`config.mk`:
```
export PLATFORM = sky130hd
export DESIGN_NAME = keypad_lock_load_switch_core
export DESIGN_NICKNAME = d
export VERILOG_FILES = /design/src/rtl/klls_pkg.sv /design/src/rtl/klls_step.sv /design/src/rtl/keypad_lock_load_switch_core.sv
export SDC_FILE = /design/constraint.sdc
export NUM_CORES = 1
export LEC_CHECK = 0
export CORE_ASPECT_RATIO = 1.1
export CORE_MARGIN = 4
export CORE_UTILIZATION = 56
export CTS_BUF_LIST = sky130_fd_sc_hd__clkbuf_4 sky130_fd_sc_hd__clkbuf_8
export DETAILED_ROUTE_END_ITERATION = 10
export DONT_BUFFER_PORTS = 1
export PLACE_DENSITY_LB_ADDON = 0.3
export SETUP_SLACK_MARGIN = 0.4
export SLEW_MARGIN = 20
export SYNTH_ARGS = -nofsm -noshare
export SYNTH_HDL_FRONTEND = slang
export SYNTH_SLANG_ARGS = --single-unit
```
`constraint.sdc`:
```
create_clock -name i_clk -period 3.6 [get_ports i_clk]
set_input_delay 0.18 -clock i_clk [delete_from_list [all_inputs] [get_ports i_clk]]
set_output_delay 0.18 -clock i_clk [all_outputs]
set_load 0.02 [all_outputs]
```
`src/rtl/klls_pkg.sv`:
```
// Shared types, codes and reset values for the keypad lock load switch.
package klls_pkg;

    localparam int KEY_W = 4;
    localparam int PASSKEY_W = 16;
    localparam int EVENT_W = 2;
    localparam int CMD_W = 2;

    // register indexes
    localparam logic REG_PASSKEY_ONE = 1'b0;
    localparam logic REG_PASSKEY_TWO = 1'b1;

    localparam logic [PASSKEY_W-1:0] PASSKEY_ONE_RST = 16'h1234;
    localparam logic [PASSKEY_W-1:0] PASSKEY_TWO_RST = 16'h8520;

    // menu modes
    localparam logic [1:0] MODE_MAIN   = 2'd0;
    localparam logic [1:0] MODE_SELECT = 2'd1;
    localparam logic [1:0] MODE_ENTRY  = 2'd2;

    // event codes
    localparam logic [EVENT_W-1:0] EV_STEP   = 2'd0;
    localparam logic [EVENT_W-1:0] EV_STATUS = 2'd1;
    localparam logic [EVENT_W-1:0] EV_RIGHT  = 2'd2;
    localparam logic [EVENT_W-1:0] EV_WRONG  = 2'd3;

    // menu keys
    localparam logic [KEY_W-1:0] KEY_ONE = 4'd1;
    localparam logic [KEY_W-1:0] KEY_TWO = 4'd2;

    localparam logic [1:0] LAST_DIGIT = 2'd3;

    typedef struct packed {
        logic [1:0] mode;
        logic       chosen;
        logic [1:0] digits;
        logic       mismatch;
        logic       load_two;
        logic       load_one;
    } t_state;

    typedef struct packed {
        logic [CMD_W-1:0]   command;
        logic               load_two_on;
        logic               load_one_on;
        logic [EVENT_W-1:0] event_res;
    } t_result;

    localparam t_state STATE_RST = '{
        mode: MODE_MAIN, chosen: 1'b0, digits: 2'd0, mismatch: 1'b0,
        load_two: 1'b0, load_one: 1'b0
    };

endpackage

```
`src/rtl/klls_step.sv`:
```
// Next-state and result logic for one key press.
module klls_step (
    input  klls_pkg::t_state                   i_state,
    input  logic [klls_pkg::KEY_W-1:0]         i_key,
    input  logic [klls_pkg::PASSKEY_W-1:0]     i_passkey_one,
    input  logic [klls_pkg::PASSKEY_W-1:0]     i_passkey_two,
    output klls_pkg::t_state                   o_state,
    output klls_pkg::t_result                  o_result
);

    logic [klls_pkg::PASSKEY_W-1:0] w_pk;
    logic [klls_pkg::KEY_W-1:0]     w_want;
    logic                           w_miss;

    assign w_pk = i_state.chosen ? i_passkey_two : i_passkey_one;

    // first key sits in the top nibble
    always_comb begin
        case (i_state.digits)
            2'd0:    w_want = w_pk[15:12];
            2'd1:    w_want = w_pk[11:8];
            2'd2:    w_want = w_pk[7:4];
            default: w_want = w_pk[3:0];
        endcase
    end

    assign w_miss = i_state.mismatch || (i_key != w_want);

    always_comb begin
        o_state            = i_state;
        o_result.event_res = klls_pkg::EV_STEP;
        o_result.command   = '0;
        unique case (i_state.mode)
            klls_pkg::MODE_SELECT: begin
                if (i_key == klls_pkg::KEY_ONE || i_key == klls_pkg::KEY_TWO) begin
                    o_state.chosen   = (i_key == klls_pkg::KEY_TWO);
                    o_state.digits   = 2'd0;
                    o_state.mismatch = 1'b0;
                    o_state.mode     = klls_pkg::MODE_ENTRY;
                end else begin
                    o_state.mode = klls_pkg::MODE_MAIN;
                end
            end
            klls_pkg::MODE_ENTRY: begin
                if (i_state.digits == klls_pkg::LAST_DIGIT) begin
                    if (!w_miss) begin
                        if (i_state.chosen) begin
                            o_state.load_two = ~i_state.load_two;
                        end else begin
                            o_state.load_one = ~i_state.load_one;
                        end
                        o_result.event_res = klls_pkg::EV_RIGHT;
                    end else begin
                        o_result.event_res = klls_pkg::EV_WRONG;
                    end
                    o_state.digits   = 2'd0;
                    o_state.mismatch = 1'b0;
                    o_state.mode     = klls_pkg::MODE_MAIN;
                end else begin
                    o_state.mismatch = w_miss;
                    o_state.digits   = i_state.digits + 2'd1;
                end
            end
            default: begin
                // main menu, and the unused mode
                o_state.mode = klls_pkg::MODE_MAIN;
                if (i_key == klls_pkg::KEY_ONE) begin
                    o_result.event_res = klls_pkg::EV_STATUS;
                end else if (i_key == klls_pkg::KEY_TWO) begin
                    o_state.mode = klls_pkg::MODE_SELECT;
                end
            end
        endcase
        o_result.load_one_on = o_state.load_one;
        o_result.load_two_on = o_state.load_two;
        if (o_result.event_res == klls_pkg::EV_RIGHT) begin
            o_result.command = {o_state.load_two, o_state.load_one};
        end
    end

endmodule

```
`src/rtl/keypad_lock_load_switch_core.sv`:
```
// Top level of the keypad lock load switch: handshakes, state and result registers.
// One request carries one decoded key press and yields exactly one result. A key is
// captured in an input register, run through the menu logic and lands in a result
// register; a new key is taken every cycle for as long as results are drained, and
// when the result register is full and stalled the input register holds and
// s_axis_tready drops. Passkeys are written on the config port (index 0 load one,
// index 1 load two); the user must write them only while the block is idle, which the
// block itself does not enforce. The load bits start off after reset.
module keypad_lock_load_switch_core (
    input  logic       i_clk,
    input  logic       i_rst_n,
    // key press in
    input  logic       s_axis_tvalid,
    output logic       s_axis_tready,
    input  logic [7:0] s_axis_tdata,   // [3:0] key_code, [7:4] zero
    // result out
    output logic       m_axis_tvalid,
    input  logic       m_axis_tready,
    output logic [7:0] m_axis_tdata,   // [1:0] event_res, [2] load_one_on,
                                       // [3] load_two_on, [5:4] command, [7:6] zero
    // passkey writes
    input  logic       i_cfg_valid,
    output logic       o_cfg_ready,
    input  logic       i_cfg_index,
    input  logic [15:0] i_cfg_data
);

    logic [klls_pkg::PASSKEY_W-1:0] r_passkey_one;
    logic [klls_pkg::PASSKEY_W-1:0] r_passkey_two;
    klls_pkg::t_state               r_state;
    klls_pkg::t_state               n_state;
    klls_pkg::t_result              n_result;
    klls_pkg::t_result              r_out;
    logic                           r_out_valid;
    logic                           r_in_valid;
    logic [klls_pkg::KEY_W-1:0]     r_in_key;
    logic                           w_adv;

    // input stage moves on when the result slot is free or being emptied
    assign w_adv         = r_in_valid && (!r_out_valid || m_axis_tready);
    assign s_axis_tready = !r_in_valid || w_adv;
    assign o_cfg_ready   = 1'b1;

    always_ff @(posedge i_clk) begin
        if (!i_rst_n) begin
            r_passkey_one <= klls_pkg::PASSKEY_ONE_RST;
            r_passkey_two <= klls_pkg::PASSKEY_TWO_RST;
        end else if (i_cfg_valid) begin
            if (i_cfg_index == klls_pkg::REG_PASSKEY_ONE) begin
                r_passkey_one <= i_cfg_data;
            end else begin
                r_passkey_two <= i_cfg_data;
            end
        end
    end

    always_ff @(posedge i_clk) begin
        if (!i_rst_n) begin
            r_in_valid <= 1'b0;
        end else if (s_axis_tready) begin
            r_in_valid <= s_axis_tvalid;
        end
    end

    always_ff @(posedge i_clk) begin
        if (s_axis_tready && s_axis_tvalid) begin
            r_in_key <= s_axis_tdata[klls_pkg::KEY_W-1:0];
        end
    end

    klls_step u_step (
        .i_state       (r_state),
        .i_key         (r_in_key),
        .i_passkey_one (r_passkey_one),
        .i_passkey_two (r_passkey_two),
        .o_state       (n_state),
        .o_result      (n_result)
    );

    always_ff @(posedge i_clk) begin
        if (!i_rst_n) begin
            r_state <= klls_pkg::STATE_RST;
        end else if (w_adv) begin
            r_state <= n_state;
        end
    end

    always_ff @(posedge i_clk) begin
        if (!i_rst_n) begin
            r_out_valid <= 1'b0;
        end else if (w_adv) begin
            r_out_valid <= 1'b1;
        end else if (m_axis_tready) begin
            r_out_valid <= 1'b0;
        end
    end

    always_ff @(posedge i_clk) begin
        if (w_adv) begin
            r_out <= n_result;
        end
    end

    assign m_axis_tvalid = r_out_valid;
    assign m_axis_tdata  = {2'b00, r_out};

    // a command is only ever issued with a right passkey, and it mirrors the loads
    a_cmd_match: assert property (@(posedge i_clk) disable iff (!i_rst_n)
        (r_out_valid && r_out.event_res == klls_pkg::EV_RIGHT)
            |-> (r_out.command == {r_out.load_two_on, r_out.load_one_on}))
        else $error("command does not match load bits");

    a_cmd_idle: assert property (@(posedge i_clk) disable iff (!i_rst_n)
        (r_out_valid && r_out.event_res != klls_pkg::EV_RIGHT) |-> (r_out.command == '0))
        else $error("command issued without a right passkey");

    // the load bits only change on a right passkey
    a_load_toggle: assert property (@(posedge i_clk) disable iff (!i_rst_n)
        ($past(i_rst_n) && (r_state.load_one != $past(r_state.load_one)
            || r_state.load_two != $past(r_state.load_two)))
            |-> $past(w_adv && n_result.event_res == klls_pkg::EV_RIGHT))
        else $error("load bit changed outside a right passkey");

    // a partial entry exists only in passkey entry mode
    a_digits_mode: assert property (@(posedge i_clk) disable iff (!i_rst_n)
        (r_state.digits != 2'd0) |-> (r_state.mode == klls_pkg::MODE_ENTRY))
        else $error("digit count outside passkey entry");

endmodule

```
After elaboration in Yosys (flattened, before gate mapping)

Cells that the tools add are included.

Register bits after elaboration: 52
Bits of input ports: 30
Output and inout port bits: 11
Word-level logic and storage cells: 67

Add/subtract/negate cells: 1
Eq/ne operators: 11
Muxes and demuxes: 21
Bitwise operators: 3
Reductions and logical operators: 16

Operators by type and width:

| kind                | count |
|---|---|
| $mux 16             | 1 |
| $mux 2              | 7 |
| $pmux 4 s3          | 1 |
| $eq 2x2->1 const B  | 4 |
| $pmux 2 s2          | 2 |
| $mux 1              | 7 |
| $mux 3              | 2 |
| $pmux 3 s2          | 1 |
| $reduce_and 2->1    | 3 |
| $reduce_and 3->1    | 2 |
| $eq 2x1->1 const B  | 2 |
| $eq 4x1->1 const B  | 1 |
| $eq 4x2->1 const B  | 1 |
| $logic_or 1x1->1    | 4 |
| $ne 2x1->1 const B  | 2 |
| $ne 4x4->1          | 1 |
| $reduce_bool 2->1   | 2 |
| $not 1->1           | 3 |
| $add 2x1->2 const B | 1 |
| $logic_and 1x1->1   | 2 |
| $logic_not 1->1     | 2 |
| $logic_not 2->1     | 1 |

Depth between registers and ports, before layout

Gate-level depths: netlist (run 1).

Depth after elaboration: 8
Gate-level depth with buffers: 9
Mapped depth without buffers: 8

Hierarchy

From an unflattened synthesis (run 1), not the netlist that was laid out.

Cells, all modules: 304
Area, all modules: 2,633.8 sq um

By module, submodules not included:

| module                       | times used | cells each | area an instance (sq um) | seq. area each (sq um) |
|---|---|---|---|---|
| keypad_lock_load_switch_core | 1          | 201        | 1,945.6                  | 1,141.1 |
| klls_step                    | 1          | 103        | 688.2                    | 0.0 |

Worst setup path before layout (run 1)

Ideal clock, no wire load.

Path type: reg2reg
Start point: register r_state[3] (netlist bit)
End point: register r_out (netlist bit m_axis_tdata[0]), data pin
Setup time: 0.257 ns
Arrival time: 2.021 ns
Required time: 3.343 ns
Path slack: 1.322 ns
Cell stages (with the launch flop): 10
Buffers on the path: 1
Clock period less this slack: 2.278 ns
Cells stage by stage: dfxtp_1 > inv_1 > ha_1 > buf_6 > a22oi_2 > nand3_1 > a31o_1 > a2111oi_4 > nand2_2 > a32o_2

RTL lines:

| what                   | line                                | RTL |
|---|---|---|
| from (decl)            | keypad_lock_load_switch_core.sv:30  | `klls_pkg::t_state r_state;` |
| from (signal assigned) | keypad_lock_load_switch_core.sv:82  | `r_state <= klls_pkg::STATE_RST;` |
| from (signal assigned) | keypad_lock_load_switch_core.sv:84  | `r_state <= n_state;` |
| to (signal assigned)   | keypad_lock_load_switch_core.sv:100 | `r_out <= n_result;` |
| to (decl)              | keypad_lock_load_switch_core.sv:33  | `klls_pkg::t_result r_out;` |

==> results of run 1 <==
==> final timing paths <==
kind	cells past startpoint	slack, ns	start	end
hold reg to reg	2	0.46	r_passkey_two[14]	r_passkey_two[14]
setup reg to reg	8	1.04	r_state[3]	m_axis_tdata[0]
hold / removal	2	-0.001	i_cfg_data[14]	r_passkey_one[14]
setup / recovery	8	1.04	r_state[3]	m_axis_tdata[0]
==> cells by family (layout without fill, tap and decap cells) <==
family / after synthesis / after routing / share of synthesized area [%]
AOI/OAI and AO/OA: 47 / 47 / 15.41
xor gates and xnor gates: 5 / 5 / 1.751
buffers and inverters: 27 / 35 / 5.503
and+or+nand+nor: 142 / 142 / 25.61
other: 2 / 3 / 0.3003
adders and majority gates: 6 / 6 / 3.001
muxes: 7 / 7 / 2.802
DFF: 52 / 52 / 45.62
==> synthesized netlist by cell type (2+ instances only) <==
library cell / count / area share (%)
a21boi_0: 14 / 4.2
a21boi_1: 12 / 3.6
a21oi_1: 2 / 0.40
a22oi_1: 7 / 2.1
a22oi_2: 2 / 1.0
a31o_2: 2 / 0.70
and2_1: 3 / 0.75
buf_2: 2 / 0.40
buf_4: 3 / 0.90
buf_6: 3 / 1.4
clkbuf_1: 13 / 2.0
conb_1: 2 / 0.30
dfxtp_1: 42 / 34
edfxtp_1: 10 / 12
ha_1: 6 / 3.0
inv_1: 6 / 0.90
mux2i_1: 7 / 2.8
nand2_1: 87 / 13
nand2b_1: 5 / 1.3
nand3_1: 20 / 4.0
nand4_1: 7 / 1.8
nor2_1: 4 / 0.60
nor2b_1: 6 / 1.5
nor4_1: 2 / 0.50
xnor2_1: 3 / 1.1
xor2_1: 2 / 0.70
==> worst max-delay path: stages (launching register included) <==
cell       delay (ns)
dfxtp_1          0.42
inv_1            0.09
ha_1             0.32
a22oi_2          0.22
nand3_1          0.12
a31o_1           0.27
a2111oi_4        0.52
nand2_2          0.12
a32o_2           0.24
==> state kept, by name (all words and copies together) (netlist names) <==
register / cells
m_axis_tdata: 6
m_axis_tvalid: 1
r_in_key: 4
r_in_valid: 1
r_passkey_one: 16
r_passkey_two: 16
r_state: 8
==> report_power, final <==
part / leakage, nW / internal (mW) / switching, mW / total [mW]
Combinational: 0.528 / 0.0456 / 0.0494 / 0.0950
Clock: 0.0688 / 0.285 / 0.187 / 0.473
Sequential: 0.436 / 0.619 / 0.0199 / 0.639
Total: 1.03 / 0.950 / 0.257 / 1.21
==> layout make-up <==
class	instances	area, µm²	share of cell area, %
Clock inverter	2	60.06	2.142
Sequential cell	52	1141	40.70
Timing Repair Buffer	21	207.7	7.407
Inverter	6	22.52	0.8032
Clock buffer	6	76.32	2.722
Multi-Input combinational cell	210	1229	43.82
Tap cell	54	67.56	2.410
==> timing repair <==
| item | CTS | global route |
|---|---|---|
| hold buffers | 15 | 5 |
| hold endpoints to repair | 21 | 6 |
| gates resized for setup | 0 | 0 |
| endpoints found under the setup margin | 0 | 0 |
==> layer usage <==
metal,up-vias,routed length [µm]
li1,979,-
met1,897,2272
met2,41,2693
met3,7,243
met4,0,66
met5,-,0
==> through the flow <==
step / utilization [%] / instance area [µm²] / power [mW] / setup WS (ns)
2_1_floorplan: - / 2505 / 0.7184 / 1.322
3_3_place_gp: 57.10 / 2465 / 0.7239 / 1.103
3_5_place_dp: 57.10 / 2465 / 0.7261 / 1.055
4_1_cts: 63.74 / 2751 / 1.206 / 1.016
5_1_grt: 64.96 / 2804 / 1.253 / 0.7707
6_report: 64.96 / 2804 / 1.206 / 1.037
==> run_results.csv, run 1 <==
group,metric,value,unit
outcome,status,"complete, but fails checks",
synth,yosysWarnings,0,
clock_tree,clk_latency,0.31,ns
final_layout,nNetsFinal,332,
die,die_area,5601,µm²
timing,hold_violations,1,
timing,holdWs,-0.001252,ns
final_layout,area_growth,12.11,%
critical_path,criticalPathCategory,"reg -> reg",
clock_tree,cts_tree,"done",
synth,synth_seq_cells,52,
run,cap_violations,0,
timing,post-route-period-util,71.20,%
global_route,grt_pass1_wl,8811,µm
final_layout,fillers,369,
synth,synthArstFlopShare,0,%
critical_path,end_kind,"flop",
clock_tree,h-tree-depth,2,
final_layout,drive_gt1_share,6.734,%
synth,yosysSeqAreaShare,45.62,%
timing,grt_setup_unrepaired,"false",
timing,setup_viol,0,
die,core-area,4317,µm²
placement,gp_congestion,0.7835,
global_route,grt_max_degree,34,
route,drt_iter0_markers,97,
route,drtAntennaViolNets,0,
synth,synth-edff-count,10,
global_route,grt-ovfl-total,0,
die,initial_core_util,57.94,%
critical_path,arrival,2.63,ns
route,num_vias,1924,
synth,syn_inst,288,
final_layout,diodes,0,
synth,syn_area_per_cell,8.685,µm²
final_layout,fin_cells,351,
final_layout,layout_commonest_cell,"nand2_1",
synth,ys_dominant_reg_cell,"dfxtp_1",
synth,synth_cell_types,42,
placement,io_buffers,0,
placement,dp_hpwl,3352,µm
global_route,grtUsageMet3,5.378,%
timing,fmax,390.2,MHz
clock_tree,ctsLongestPathBuffers,2,
timing,skew,0.004264,ns
critical_path,start_kind,"flop",
global_route,grtUsageMet2,34.83,%
critical_path,required,3.66,ns
timing,layout_min_cycle_time,2.563,ns
route,drc,0,
clock_tree,path_clk_slew,0.09,ns
pwr,p_per_area,430.3,nW/µm²
timing,drv_slew,0,
global_route,grt_pass1_vias,1884,
worst_hold_path,min_path_type,"in -> reg",
clock_tree,postCtsSetupBuffers,0,
die,fp.dieH,78.09,µm
synth,synth_area,2501,µm²
die,row_count,25,
placement,dp.cells,323,
die,die_w,71.72,µm
route,wl_per_cell,15.03,µm
global_route,grt_antenna_before_repair,0,
final_layout,layout_common_cells,"nand2_1, dfxtp_1, nand3_1, dlygate4sd3_1, a21boi_0",
route,routed_wl,5275,µm
route,vias_per_cell,5.481,
outcome,failed_checks,"negative hold slack",
die,ios,41,
global_route,gr-usage-met1,24.37,%
clock_tree,root_buffer,"clkbuf_8",
pwr,leakage,1.033,nW
critical_path,cp_max_fo,8,
timing,worstMarginPinSlew,0.7313,ns
clock_tree,clock_sinks,52,
clock_tree,cts-buffers-inserted,5,
global_route,gr-usage-all-layers,20.20,%
global_route,busiest_layer,"met2",
timing,slew_headroom,51.03,%
timing,finalSetupTns,0,ns
pwr,max-vdd-ir-drop,0.0002662,V
route,drt_first_pass_iters,4,
Power figures use the tool's default switching activity.
==> inputs of run 2 (changes only) <==
- ABC_AREA: default -> 1
- clock period: 3.6 -> 2.1 ns (I/O delays scaled with it)
==> run 2 against run 1 <==
  * The flow now finishes without violations
  * Clock skew rose by 0.00067 ns
  * Combinational power rose to 2.9 times the previous value
  * Flip-flop and latch count unchanged
  * Largest cell class unchanged
  * Highest routed layer unchanged
==> run_results.csv, run 2 <==
group,metric,value,unit
synth,post-synth-top-count-cell,"nand2_1",
placement,gp_congestion,0.8494,
final_layout,fin_cells,415,
clock_tree,root_buffer,"clkbuf_8",
synth,synthArstFlopShare,0,%
global_route,busiest_layer,"met2",
clock_tree,ctsLongestPathBuffers,2,
synth,synth_top_area_share,32.48,%
global_route,grt_pass1_vias,2130,
critical_path,criticalPathCategory,"reg -> reg",
synth,yosysWarnings,0,
timing,post-route-period-util,90.95,%
global_route,grt_antenna_before_repair,0,
synth,ys_top_cells_by_area,"dfxtp_1, edfxtp_1, nand2_1",
clock_tree,cts-buffers-inserted,5,
clock_tree,cts_tree,"done",
timing,finalSetupTns,0,ns
global_route,grt-ovfl-total,0,
worst_hold_path,min_path_type,"in -> reg",
final_layout,layout_common_cells,"nand2_1, nor2_1, dfxtp_1",
critical_path,arrival,2.07,ns
die,die_w,72.83,µm
final_layout,drive_gt1_share,20.50,%
timing,grt_setup_unrepaired,"true",
global_route,gr-usage-met1,28.02,%
clock_tree,path_clk_slew,0.09,ns
route,routed_wl,5897,µm
synth,yosysTopAreaCell,"dfxtp_1",
pwr,max-vdd-ir-drop,0.0004435,V
final_layout,fillers,336,
synth,synth_cell_types,31,
synth,synth_seq_cells,52,
final_layout,diodes,0,
final_layout,area_growth,20.01,%
route,num_vias,2256,
synth,ys_dominant_reg_cell,"dfxtp_1",
clock_tree,h-tree-depth,2,
global_route,grtUsageMet3,4.177,%
die,row_count,25,
critical_path,end_kind,"flop",
synth,yosysSeqAreaShare,44.08,%
timing,fmax,523.6,MHz
outcome,status,"finished clean",
global_route,grt_max_degree,36,
pwr,p_per_area,688.6,nW/µm²
synth,synth_area,2589,µm²
pwr,p_total,2.139,mW
final_layout,reg_top3,"r_passkey_one x16, r_passkey_two x16, r_state x8",
die,core-area,4379,µm²
timing,slew_headroom,28.59,%
run,cap_violations,0,
route,vias_per_cell,5.436,
final_layout,seqCellArea,1149,µm²
synth,synth-edff-count,10,
route,drc,0,
synth,synth_common_cells,"nand2_1, nor2_1, dfxtp_1, inv_1, o21ai_0",
route,drt_iter0_markers,219,
route,wl_per_cell,14.21,µm
clock_tree,clk_latency,0.30,ns
clock_tree,clock_sinks,52,
route,drt_first_pass_iters,5,
die,fp.dieH,79.31,µm
timing,setup_viol,0,
final_layout,layout_commonest_cell,"nand2_1",
global_route,grt_pass1_wl,9729,µm
global_route,grtUsageMet2,35.83,%
critical_path,start_kind,"flop",
critical_path,cp_max_fo,7,
pwr,leakage,1.347,nW
die,ios,41,
placement,dp.cells,381,
final_layout,multi_input_area,1319,µm²
placement,io_buffers,0,
timing,layout_min_cycle_time,1.910,ns
critical_path,required,2.26,ns
global_route,gr-usage-all-layers,21.51,%
die,initial_core_util,59.11,%
route,drtAntennaViolNets,0,
timing,drv_slew,0,
timing,worstMarginPinSlew,1.071,ns
synth,syn_inst,338,
die,die_area,5776,µm²
timing,hold_violations,0,
placement,dp_hpwl,3715,µm
synth,syn_area_per_cell,7.659,µm²
final_layout,nNetsFinal,396,
timing,skew,0.004932,ns
run 2: repair_timing:
| item | CTS | global route |
|---|---|---|
| buffers inserted | 1 | 2 |
| setup endpoints to repair | 9 | 12 |
| endpoints found under the hold margin | 41 | 0 |
| pin swaps | 11 | 11 |
| cloned | 0 | 0 |
| gates resized for setup | 18 | 18 |
| hold buffers | 23 | 0 |
run 2: worst paths after layout:
kind / from / end / slack [ns] / cells past startpoint
setup reg to reg: r_state[3] / m_axis_tdata[5] / 0.19 / 12
hold / removal: i_cfg_data[1] / r_passkey_one[1] / 0.003 / 2
hold reg to reg: r_passkey_one[12] / r_passkey_one[12] / 0.48 / 2
setup / recovery: r_state[3] / m_axis_tdata[5] / 0.19 / 12
run 2: logic make-up (layout without fill, tap and decap cells):
group | Yosys count | after routing | synth area share (%)
AOI/OAI and AO/OA | 62 | 62 | 13.92
adders and majority gates | 6 | 6 | 2.900
buffers and inverters | 53 | 75 | 10.34
DFF | 52 | 52 | 44.08
other | 2 | 3 | 0.2901
and+or+nand+nor | 163 | 163 | 28.47
run 2: power by group:
part,switching [mW],internal (mW)
registers,0.0448,1.07
logic,0.166,0.109
clock network,0.325,0.421
total,0.536,1.60
run 2: area by class of cell:
class                      count  share of cell area [%]
clock buffer                   7                   3.101
timing repair buffer          32                   9.666
tap                           54                   2.175
sequential                    52                   36.97
multi-input combinational    234                   42.45
clock inverter                 1                  0.9666
inverter                      35                   4.672
run 2: per-layer routing:
layer	routed length, µm	up-vias
met3	355	6
met5	0	-
met4	70	0
li1	-	1134
met2	2940	84
met1	2530	1032
run 2: per-stage QoR:
step                instance area [µm²]  hold WS (ns)  setup slack [ns]  util (%)
finish                             3107      0.003157            0.1901     70.94
global route                       3107       0.06947           0.05571     70.94
CTS                                3034      0.001768            0.2408     69.29
detailed placement                 2595        0.2002            0.1033     59.26
global placement                   2595        0.1957            0.1609     59.26
floorplan                          2618        0.2039            0.3570         -
run 2: critical path, stage by stage, from the launching register on:
cell	delay, ns
dfxtp_4	0.40
inv_4	0.05
ha_4	0.18
buf_4	0.14
nand2_1	0.07
nand3_2	0.09
nand2_2	0.09
nand2_2	0.06
nand3_2	0.07
nand2_2	0.06
nor2_4	0.18
nand4_1	0.19
a21oi_2	0.18
==> inputs of run 3 (changes only) <==
- CORE_UTILIZATION: 56 -> 40
- SETUP_SLACK_MARGIN: 0.4 -> default
==> run 3 against run 2 <==
  * Combinational power decreased by 7.6%
  * Core utilization down 23 points
  * Global-route usage fell by 5.7 points
  * Via count down 3.9%
  * Sequential share of layout area rose by 1.3 points
  * Setup slack got worse by 0.020 ns
  * Register-to-register slack lost 0.02 ns
  * Cell count rose by 5.5%
  * Largest power group unchanged
  * Highest routed layer unchanged
==> run_results.csv, run 3 (synthesis results as in run 2) <==
group,metric,value,unit
worst_hold_path,min_path_type,"in -> reg",
die,die_w,84.71,µm
route,drtAntennaViolNets,0,
timing,post-route-period-util,91.88,%
clock_tree,root_buffer,"clkbuf_8",
clock_tree,clk_latency,0.31,ns
die,core-area,6231,µm²
timing,slew_headroom,63.51,%
global_route,grt_pass1_vias,2205,
critical_path,path_cells,"inv_1 -> ha_4 -> nand2_1 -> nand2_1 -> inv_1 -> nand2_1 -> nand3_1 -> nand3_1 -> nand3_2 -> nor2_4 -> nand3_1 -> nand2_2 -> nand2_1",
final_layout,fillers,647,
final_layout,reg_top3,"r_passkey_one x16, r_passkey_two x16, r_state x8",
global_route,grt_max_degree,36,
critical_path,end_kind,"flop",
route,vias_per_cell,4.947,
run,cap_violations,0,
final_layout,drive_gt1_share,12.57,%
clock_tree,postCtsSetupBuffers,0,
placement,gp_congestion,0.8216,
clock_tree,h-tree-depth,2,
final_layout,nNetsFinal,393,
die,initial_core_util,41.55,%
timing,finalSetupTns,0,ns
die,row_count,30,
pwr,max-vdd-ir-drop,0.0002505,V
pwr,p_total,1.966,mW
placement,io_buffers,0,
critical_path,cp_max_fo,8,
global_route,grt-ovfl-total,0,
timing,skew,0.01387,ns
route,num_vias,2167,
critical_path,cpMaxStageDelayCell,"dfxtp_2",
timing,hold_violations,0,
clock_tree,cts-buffers-inserted,5,
timing,drv_slew,0,
critical_path,cpMostUsedCell,"nand2_1",
placement,dp_hpwl,3916,µm
critical_path,worst-path-buf-inv,2,
critical_path,arrival,2.00,ns
global_route,grt_pass1_wl,9922,µm
clock_tree,path_clk_slew,0.10,ns
final_layout,diodes,0,
final_layout,layout_commonest_cell,"nand2_1",
global_route,gr-usage-all-layers,15.78,%
pwr,leakage,1.293,nW
pwr,p_per_area,658.1,nW/µm²
critical_path,start_kind,"flop",
timing,fmax,518.3,MHz
clock_tree,ctsLongestPathBuffers,2,
die,ios,41,
global_route,grt_antenna_before_repair,0,
clock_tree,cts_tree,"done",
timing,layout_min_cycle_time,1.929,ns
route,wl_per_cell,12.80,µm
final_layout,layout_common_cells,"nand2_1, nor2_1, dfxtp_1",
final_layout,area_growth,15.42,%
clock_tree,clock_sinks,52,
critical_path,required,2.17,ns
final_layout,seqCellArea,1144,µm²
critical_path,cpPeakStageDelay,0.36,ns
timing,grt_setup_unrepaired,"false",
timing,worstMarginPinSlew,0.5467,ns
critical_path,criticalPathCategory,"reg -> reg",
route,drt_iter0_markers,136,
die,fp.dieH,92.38,µm
timing,setup_viol,0,
outcome,status,"finished clean",
timing,holdWs,0.05958,ns
route,routed_wl,5607,µm
route,drc,0,
critical_path,cp_top_family,"simple AND/OR/NAND/NOR gates",
route,drt_first_pass_iters,4,
die,die_area,7825,µm²
final_layout,multi_input_area,1225,µm²
[run 3: cell count changes in the layout (fill, tap and decap cells not counted), moves of 2 or more]
cell	delta
a21oi_1	+5
a21oi_2	-4
buf_4	-5
dfxtp_2	+2
dfxtp_4	-2
inv_1	+3
nand2_1	+11
nand2_2	-10
nand3_1	+7
nand3_2	-7
[run 3: worst register-to-register path: cells and delay by family (launching register included)]
kind	cells	cell delay, ns
adder cells (fa/ha/maj)	1	0.23
buffers and inverters	2	0.20
flip-flops	1	0.36
AND/OR/NAND/NOR	10	0.89
[run 3: stage by stage]
step | setup WS [ns] | std cells | instance area (µm²) | util (%)
after floorplan | 0.2790 | 339 | 2592 | -
after global placement | 0.05145 | 406 | 2615 | 41.97
after detailed placement | 0.02626 | 406 | 2615 | 41.97
after CTS | 0.04163 | 438 | 2950 | 47.35
after global routing | 0.005088 | 438 | 2988 | 47.95
final | 0.1705 | 438 | 2988 | 47.95
[run 3: repair_timing]
item,CTS,global route
resized for setup,1,10
pin swaps,0,1
endpoints found under the setup margin,1,7
endpoints found under the hold margin,41,0
hold buffers,24,0
[run 3: worst paths after layout]
path	cells after the start	slack [ns]	endpoint	from
worst min-delay path	2	0.06	r_in_valid	i_rst_n
worst max register to register	13	0.17	m_axis_tdata[2]	r_state[4]
worst max-delay path	13	0.17	m_axis_tdata[2]	r_state[4]
worst min register to register	2	0.45	r_passkey_one[3]	r_passkey_one[3]
[run 3: report_power, final]
part | internal [mW] | total, mW | switching, mW
logic | 0.102 | 0.254 | 0.152
clock network | 0.264 | 0.596 | 0.332
registers | 1.08 | 1.12 | 0.0401
total | 1.44 | 1.97 | 0.524
[run 3: area by class of cell]
cell class                      instances  share of cell area, %
Multi-Input combinational cell        234                  41.00
Sequential cell                        52                  38.27
Timing Repair Buffer                   29                  9.548
Inverter                               35                  4.732
Tap cell                               80                  3.350
Clock buffer                            6                  2.764
Clock inverter                          2                 0.3350
[run 3: routing by layer]
layer | up-vias | part of all wire (%) | global-route usage (%)
li1 | 1128 | - | -
met3 | 5 | 2.7 | 3.203
met2 | 37 | 50 | 28.07
met4 | 0 | 1.2 | 5.937
met1 | 997 | 46 | 18.57
met5 | - | 0 | 0
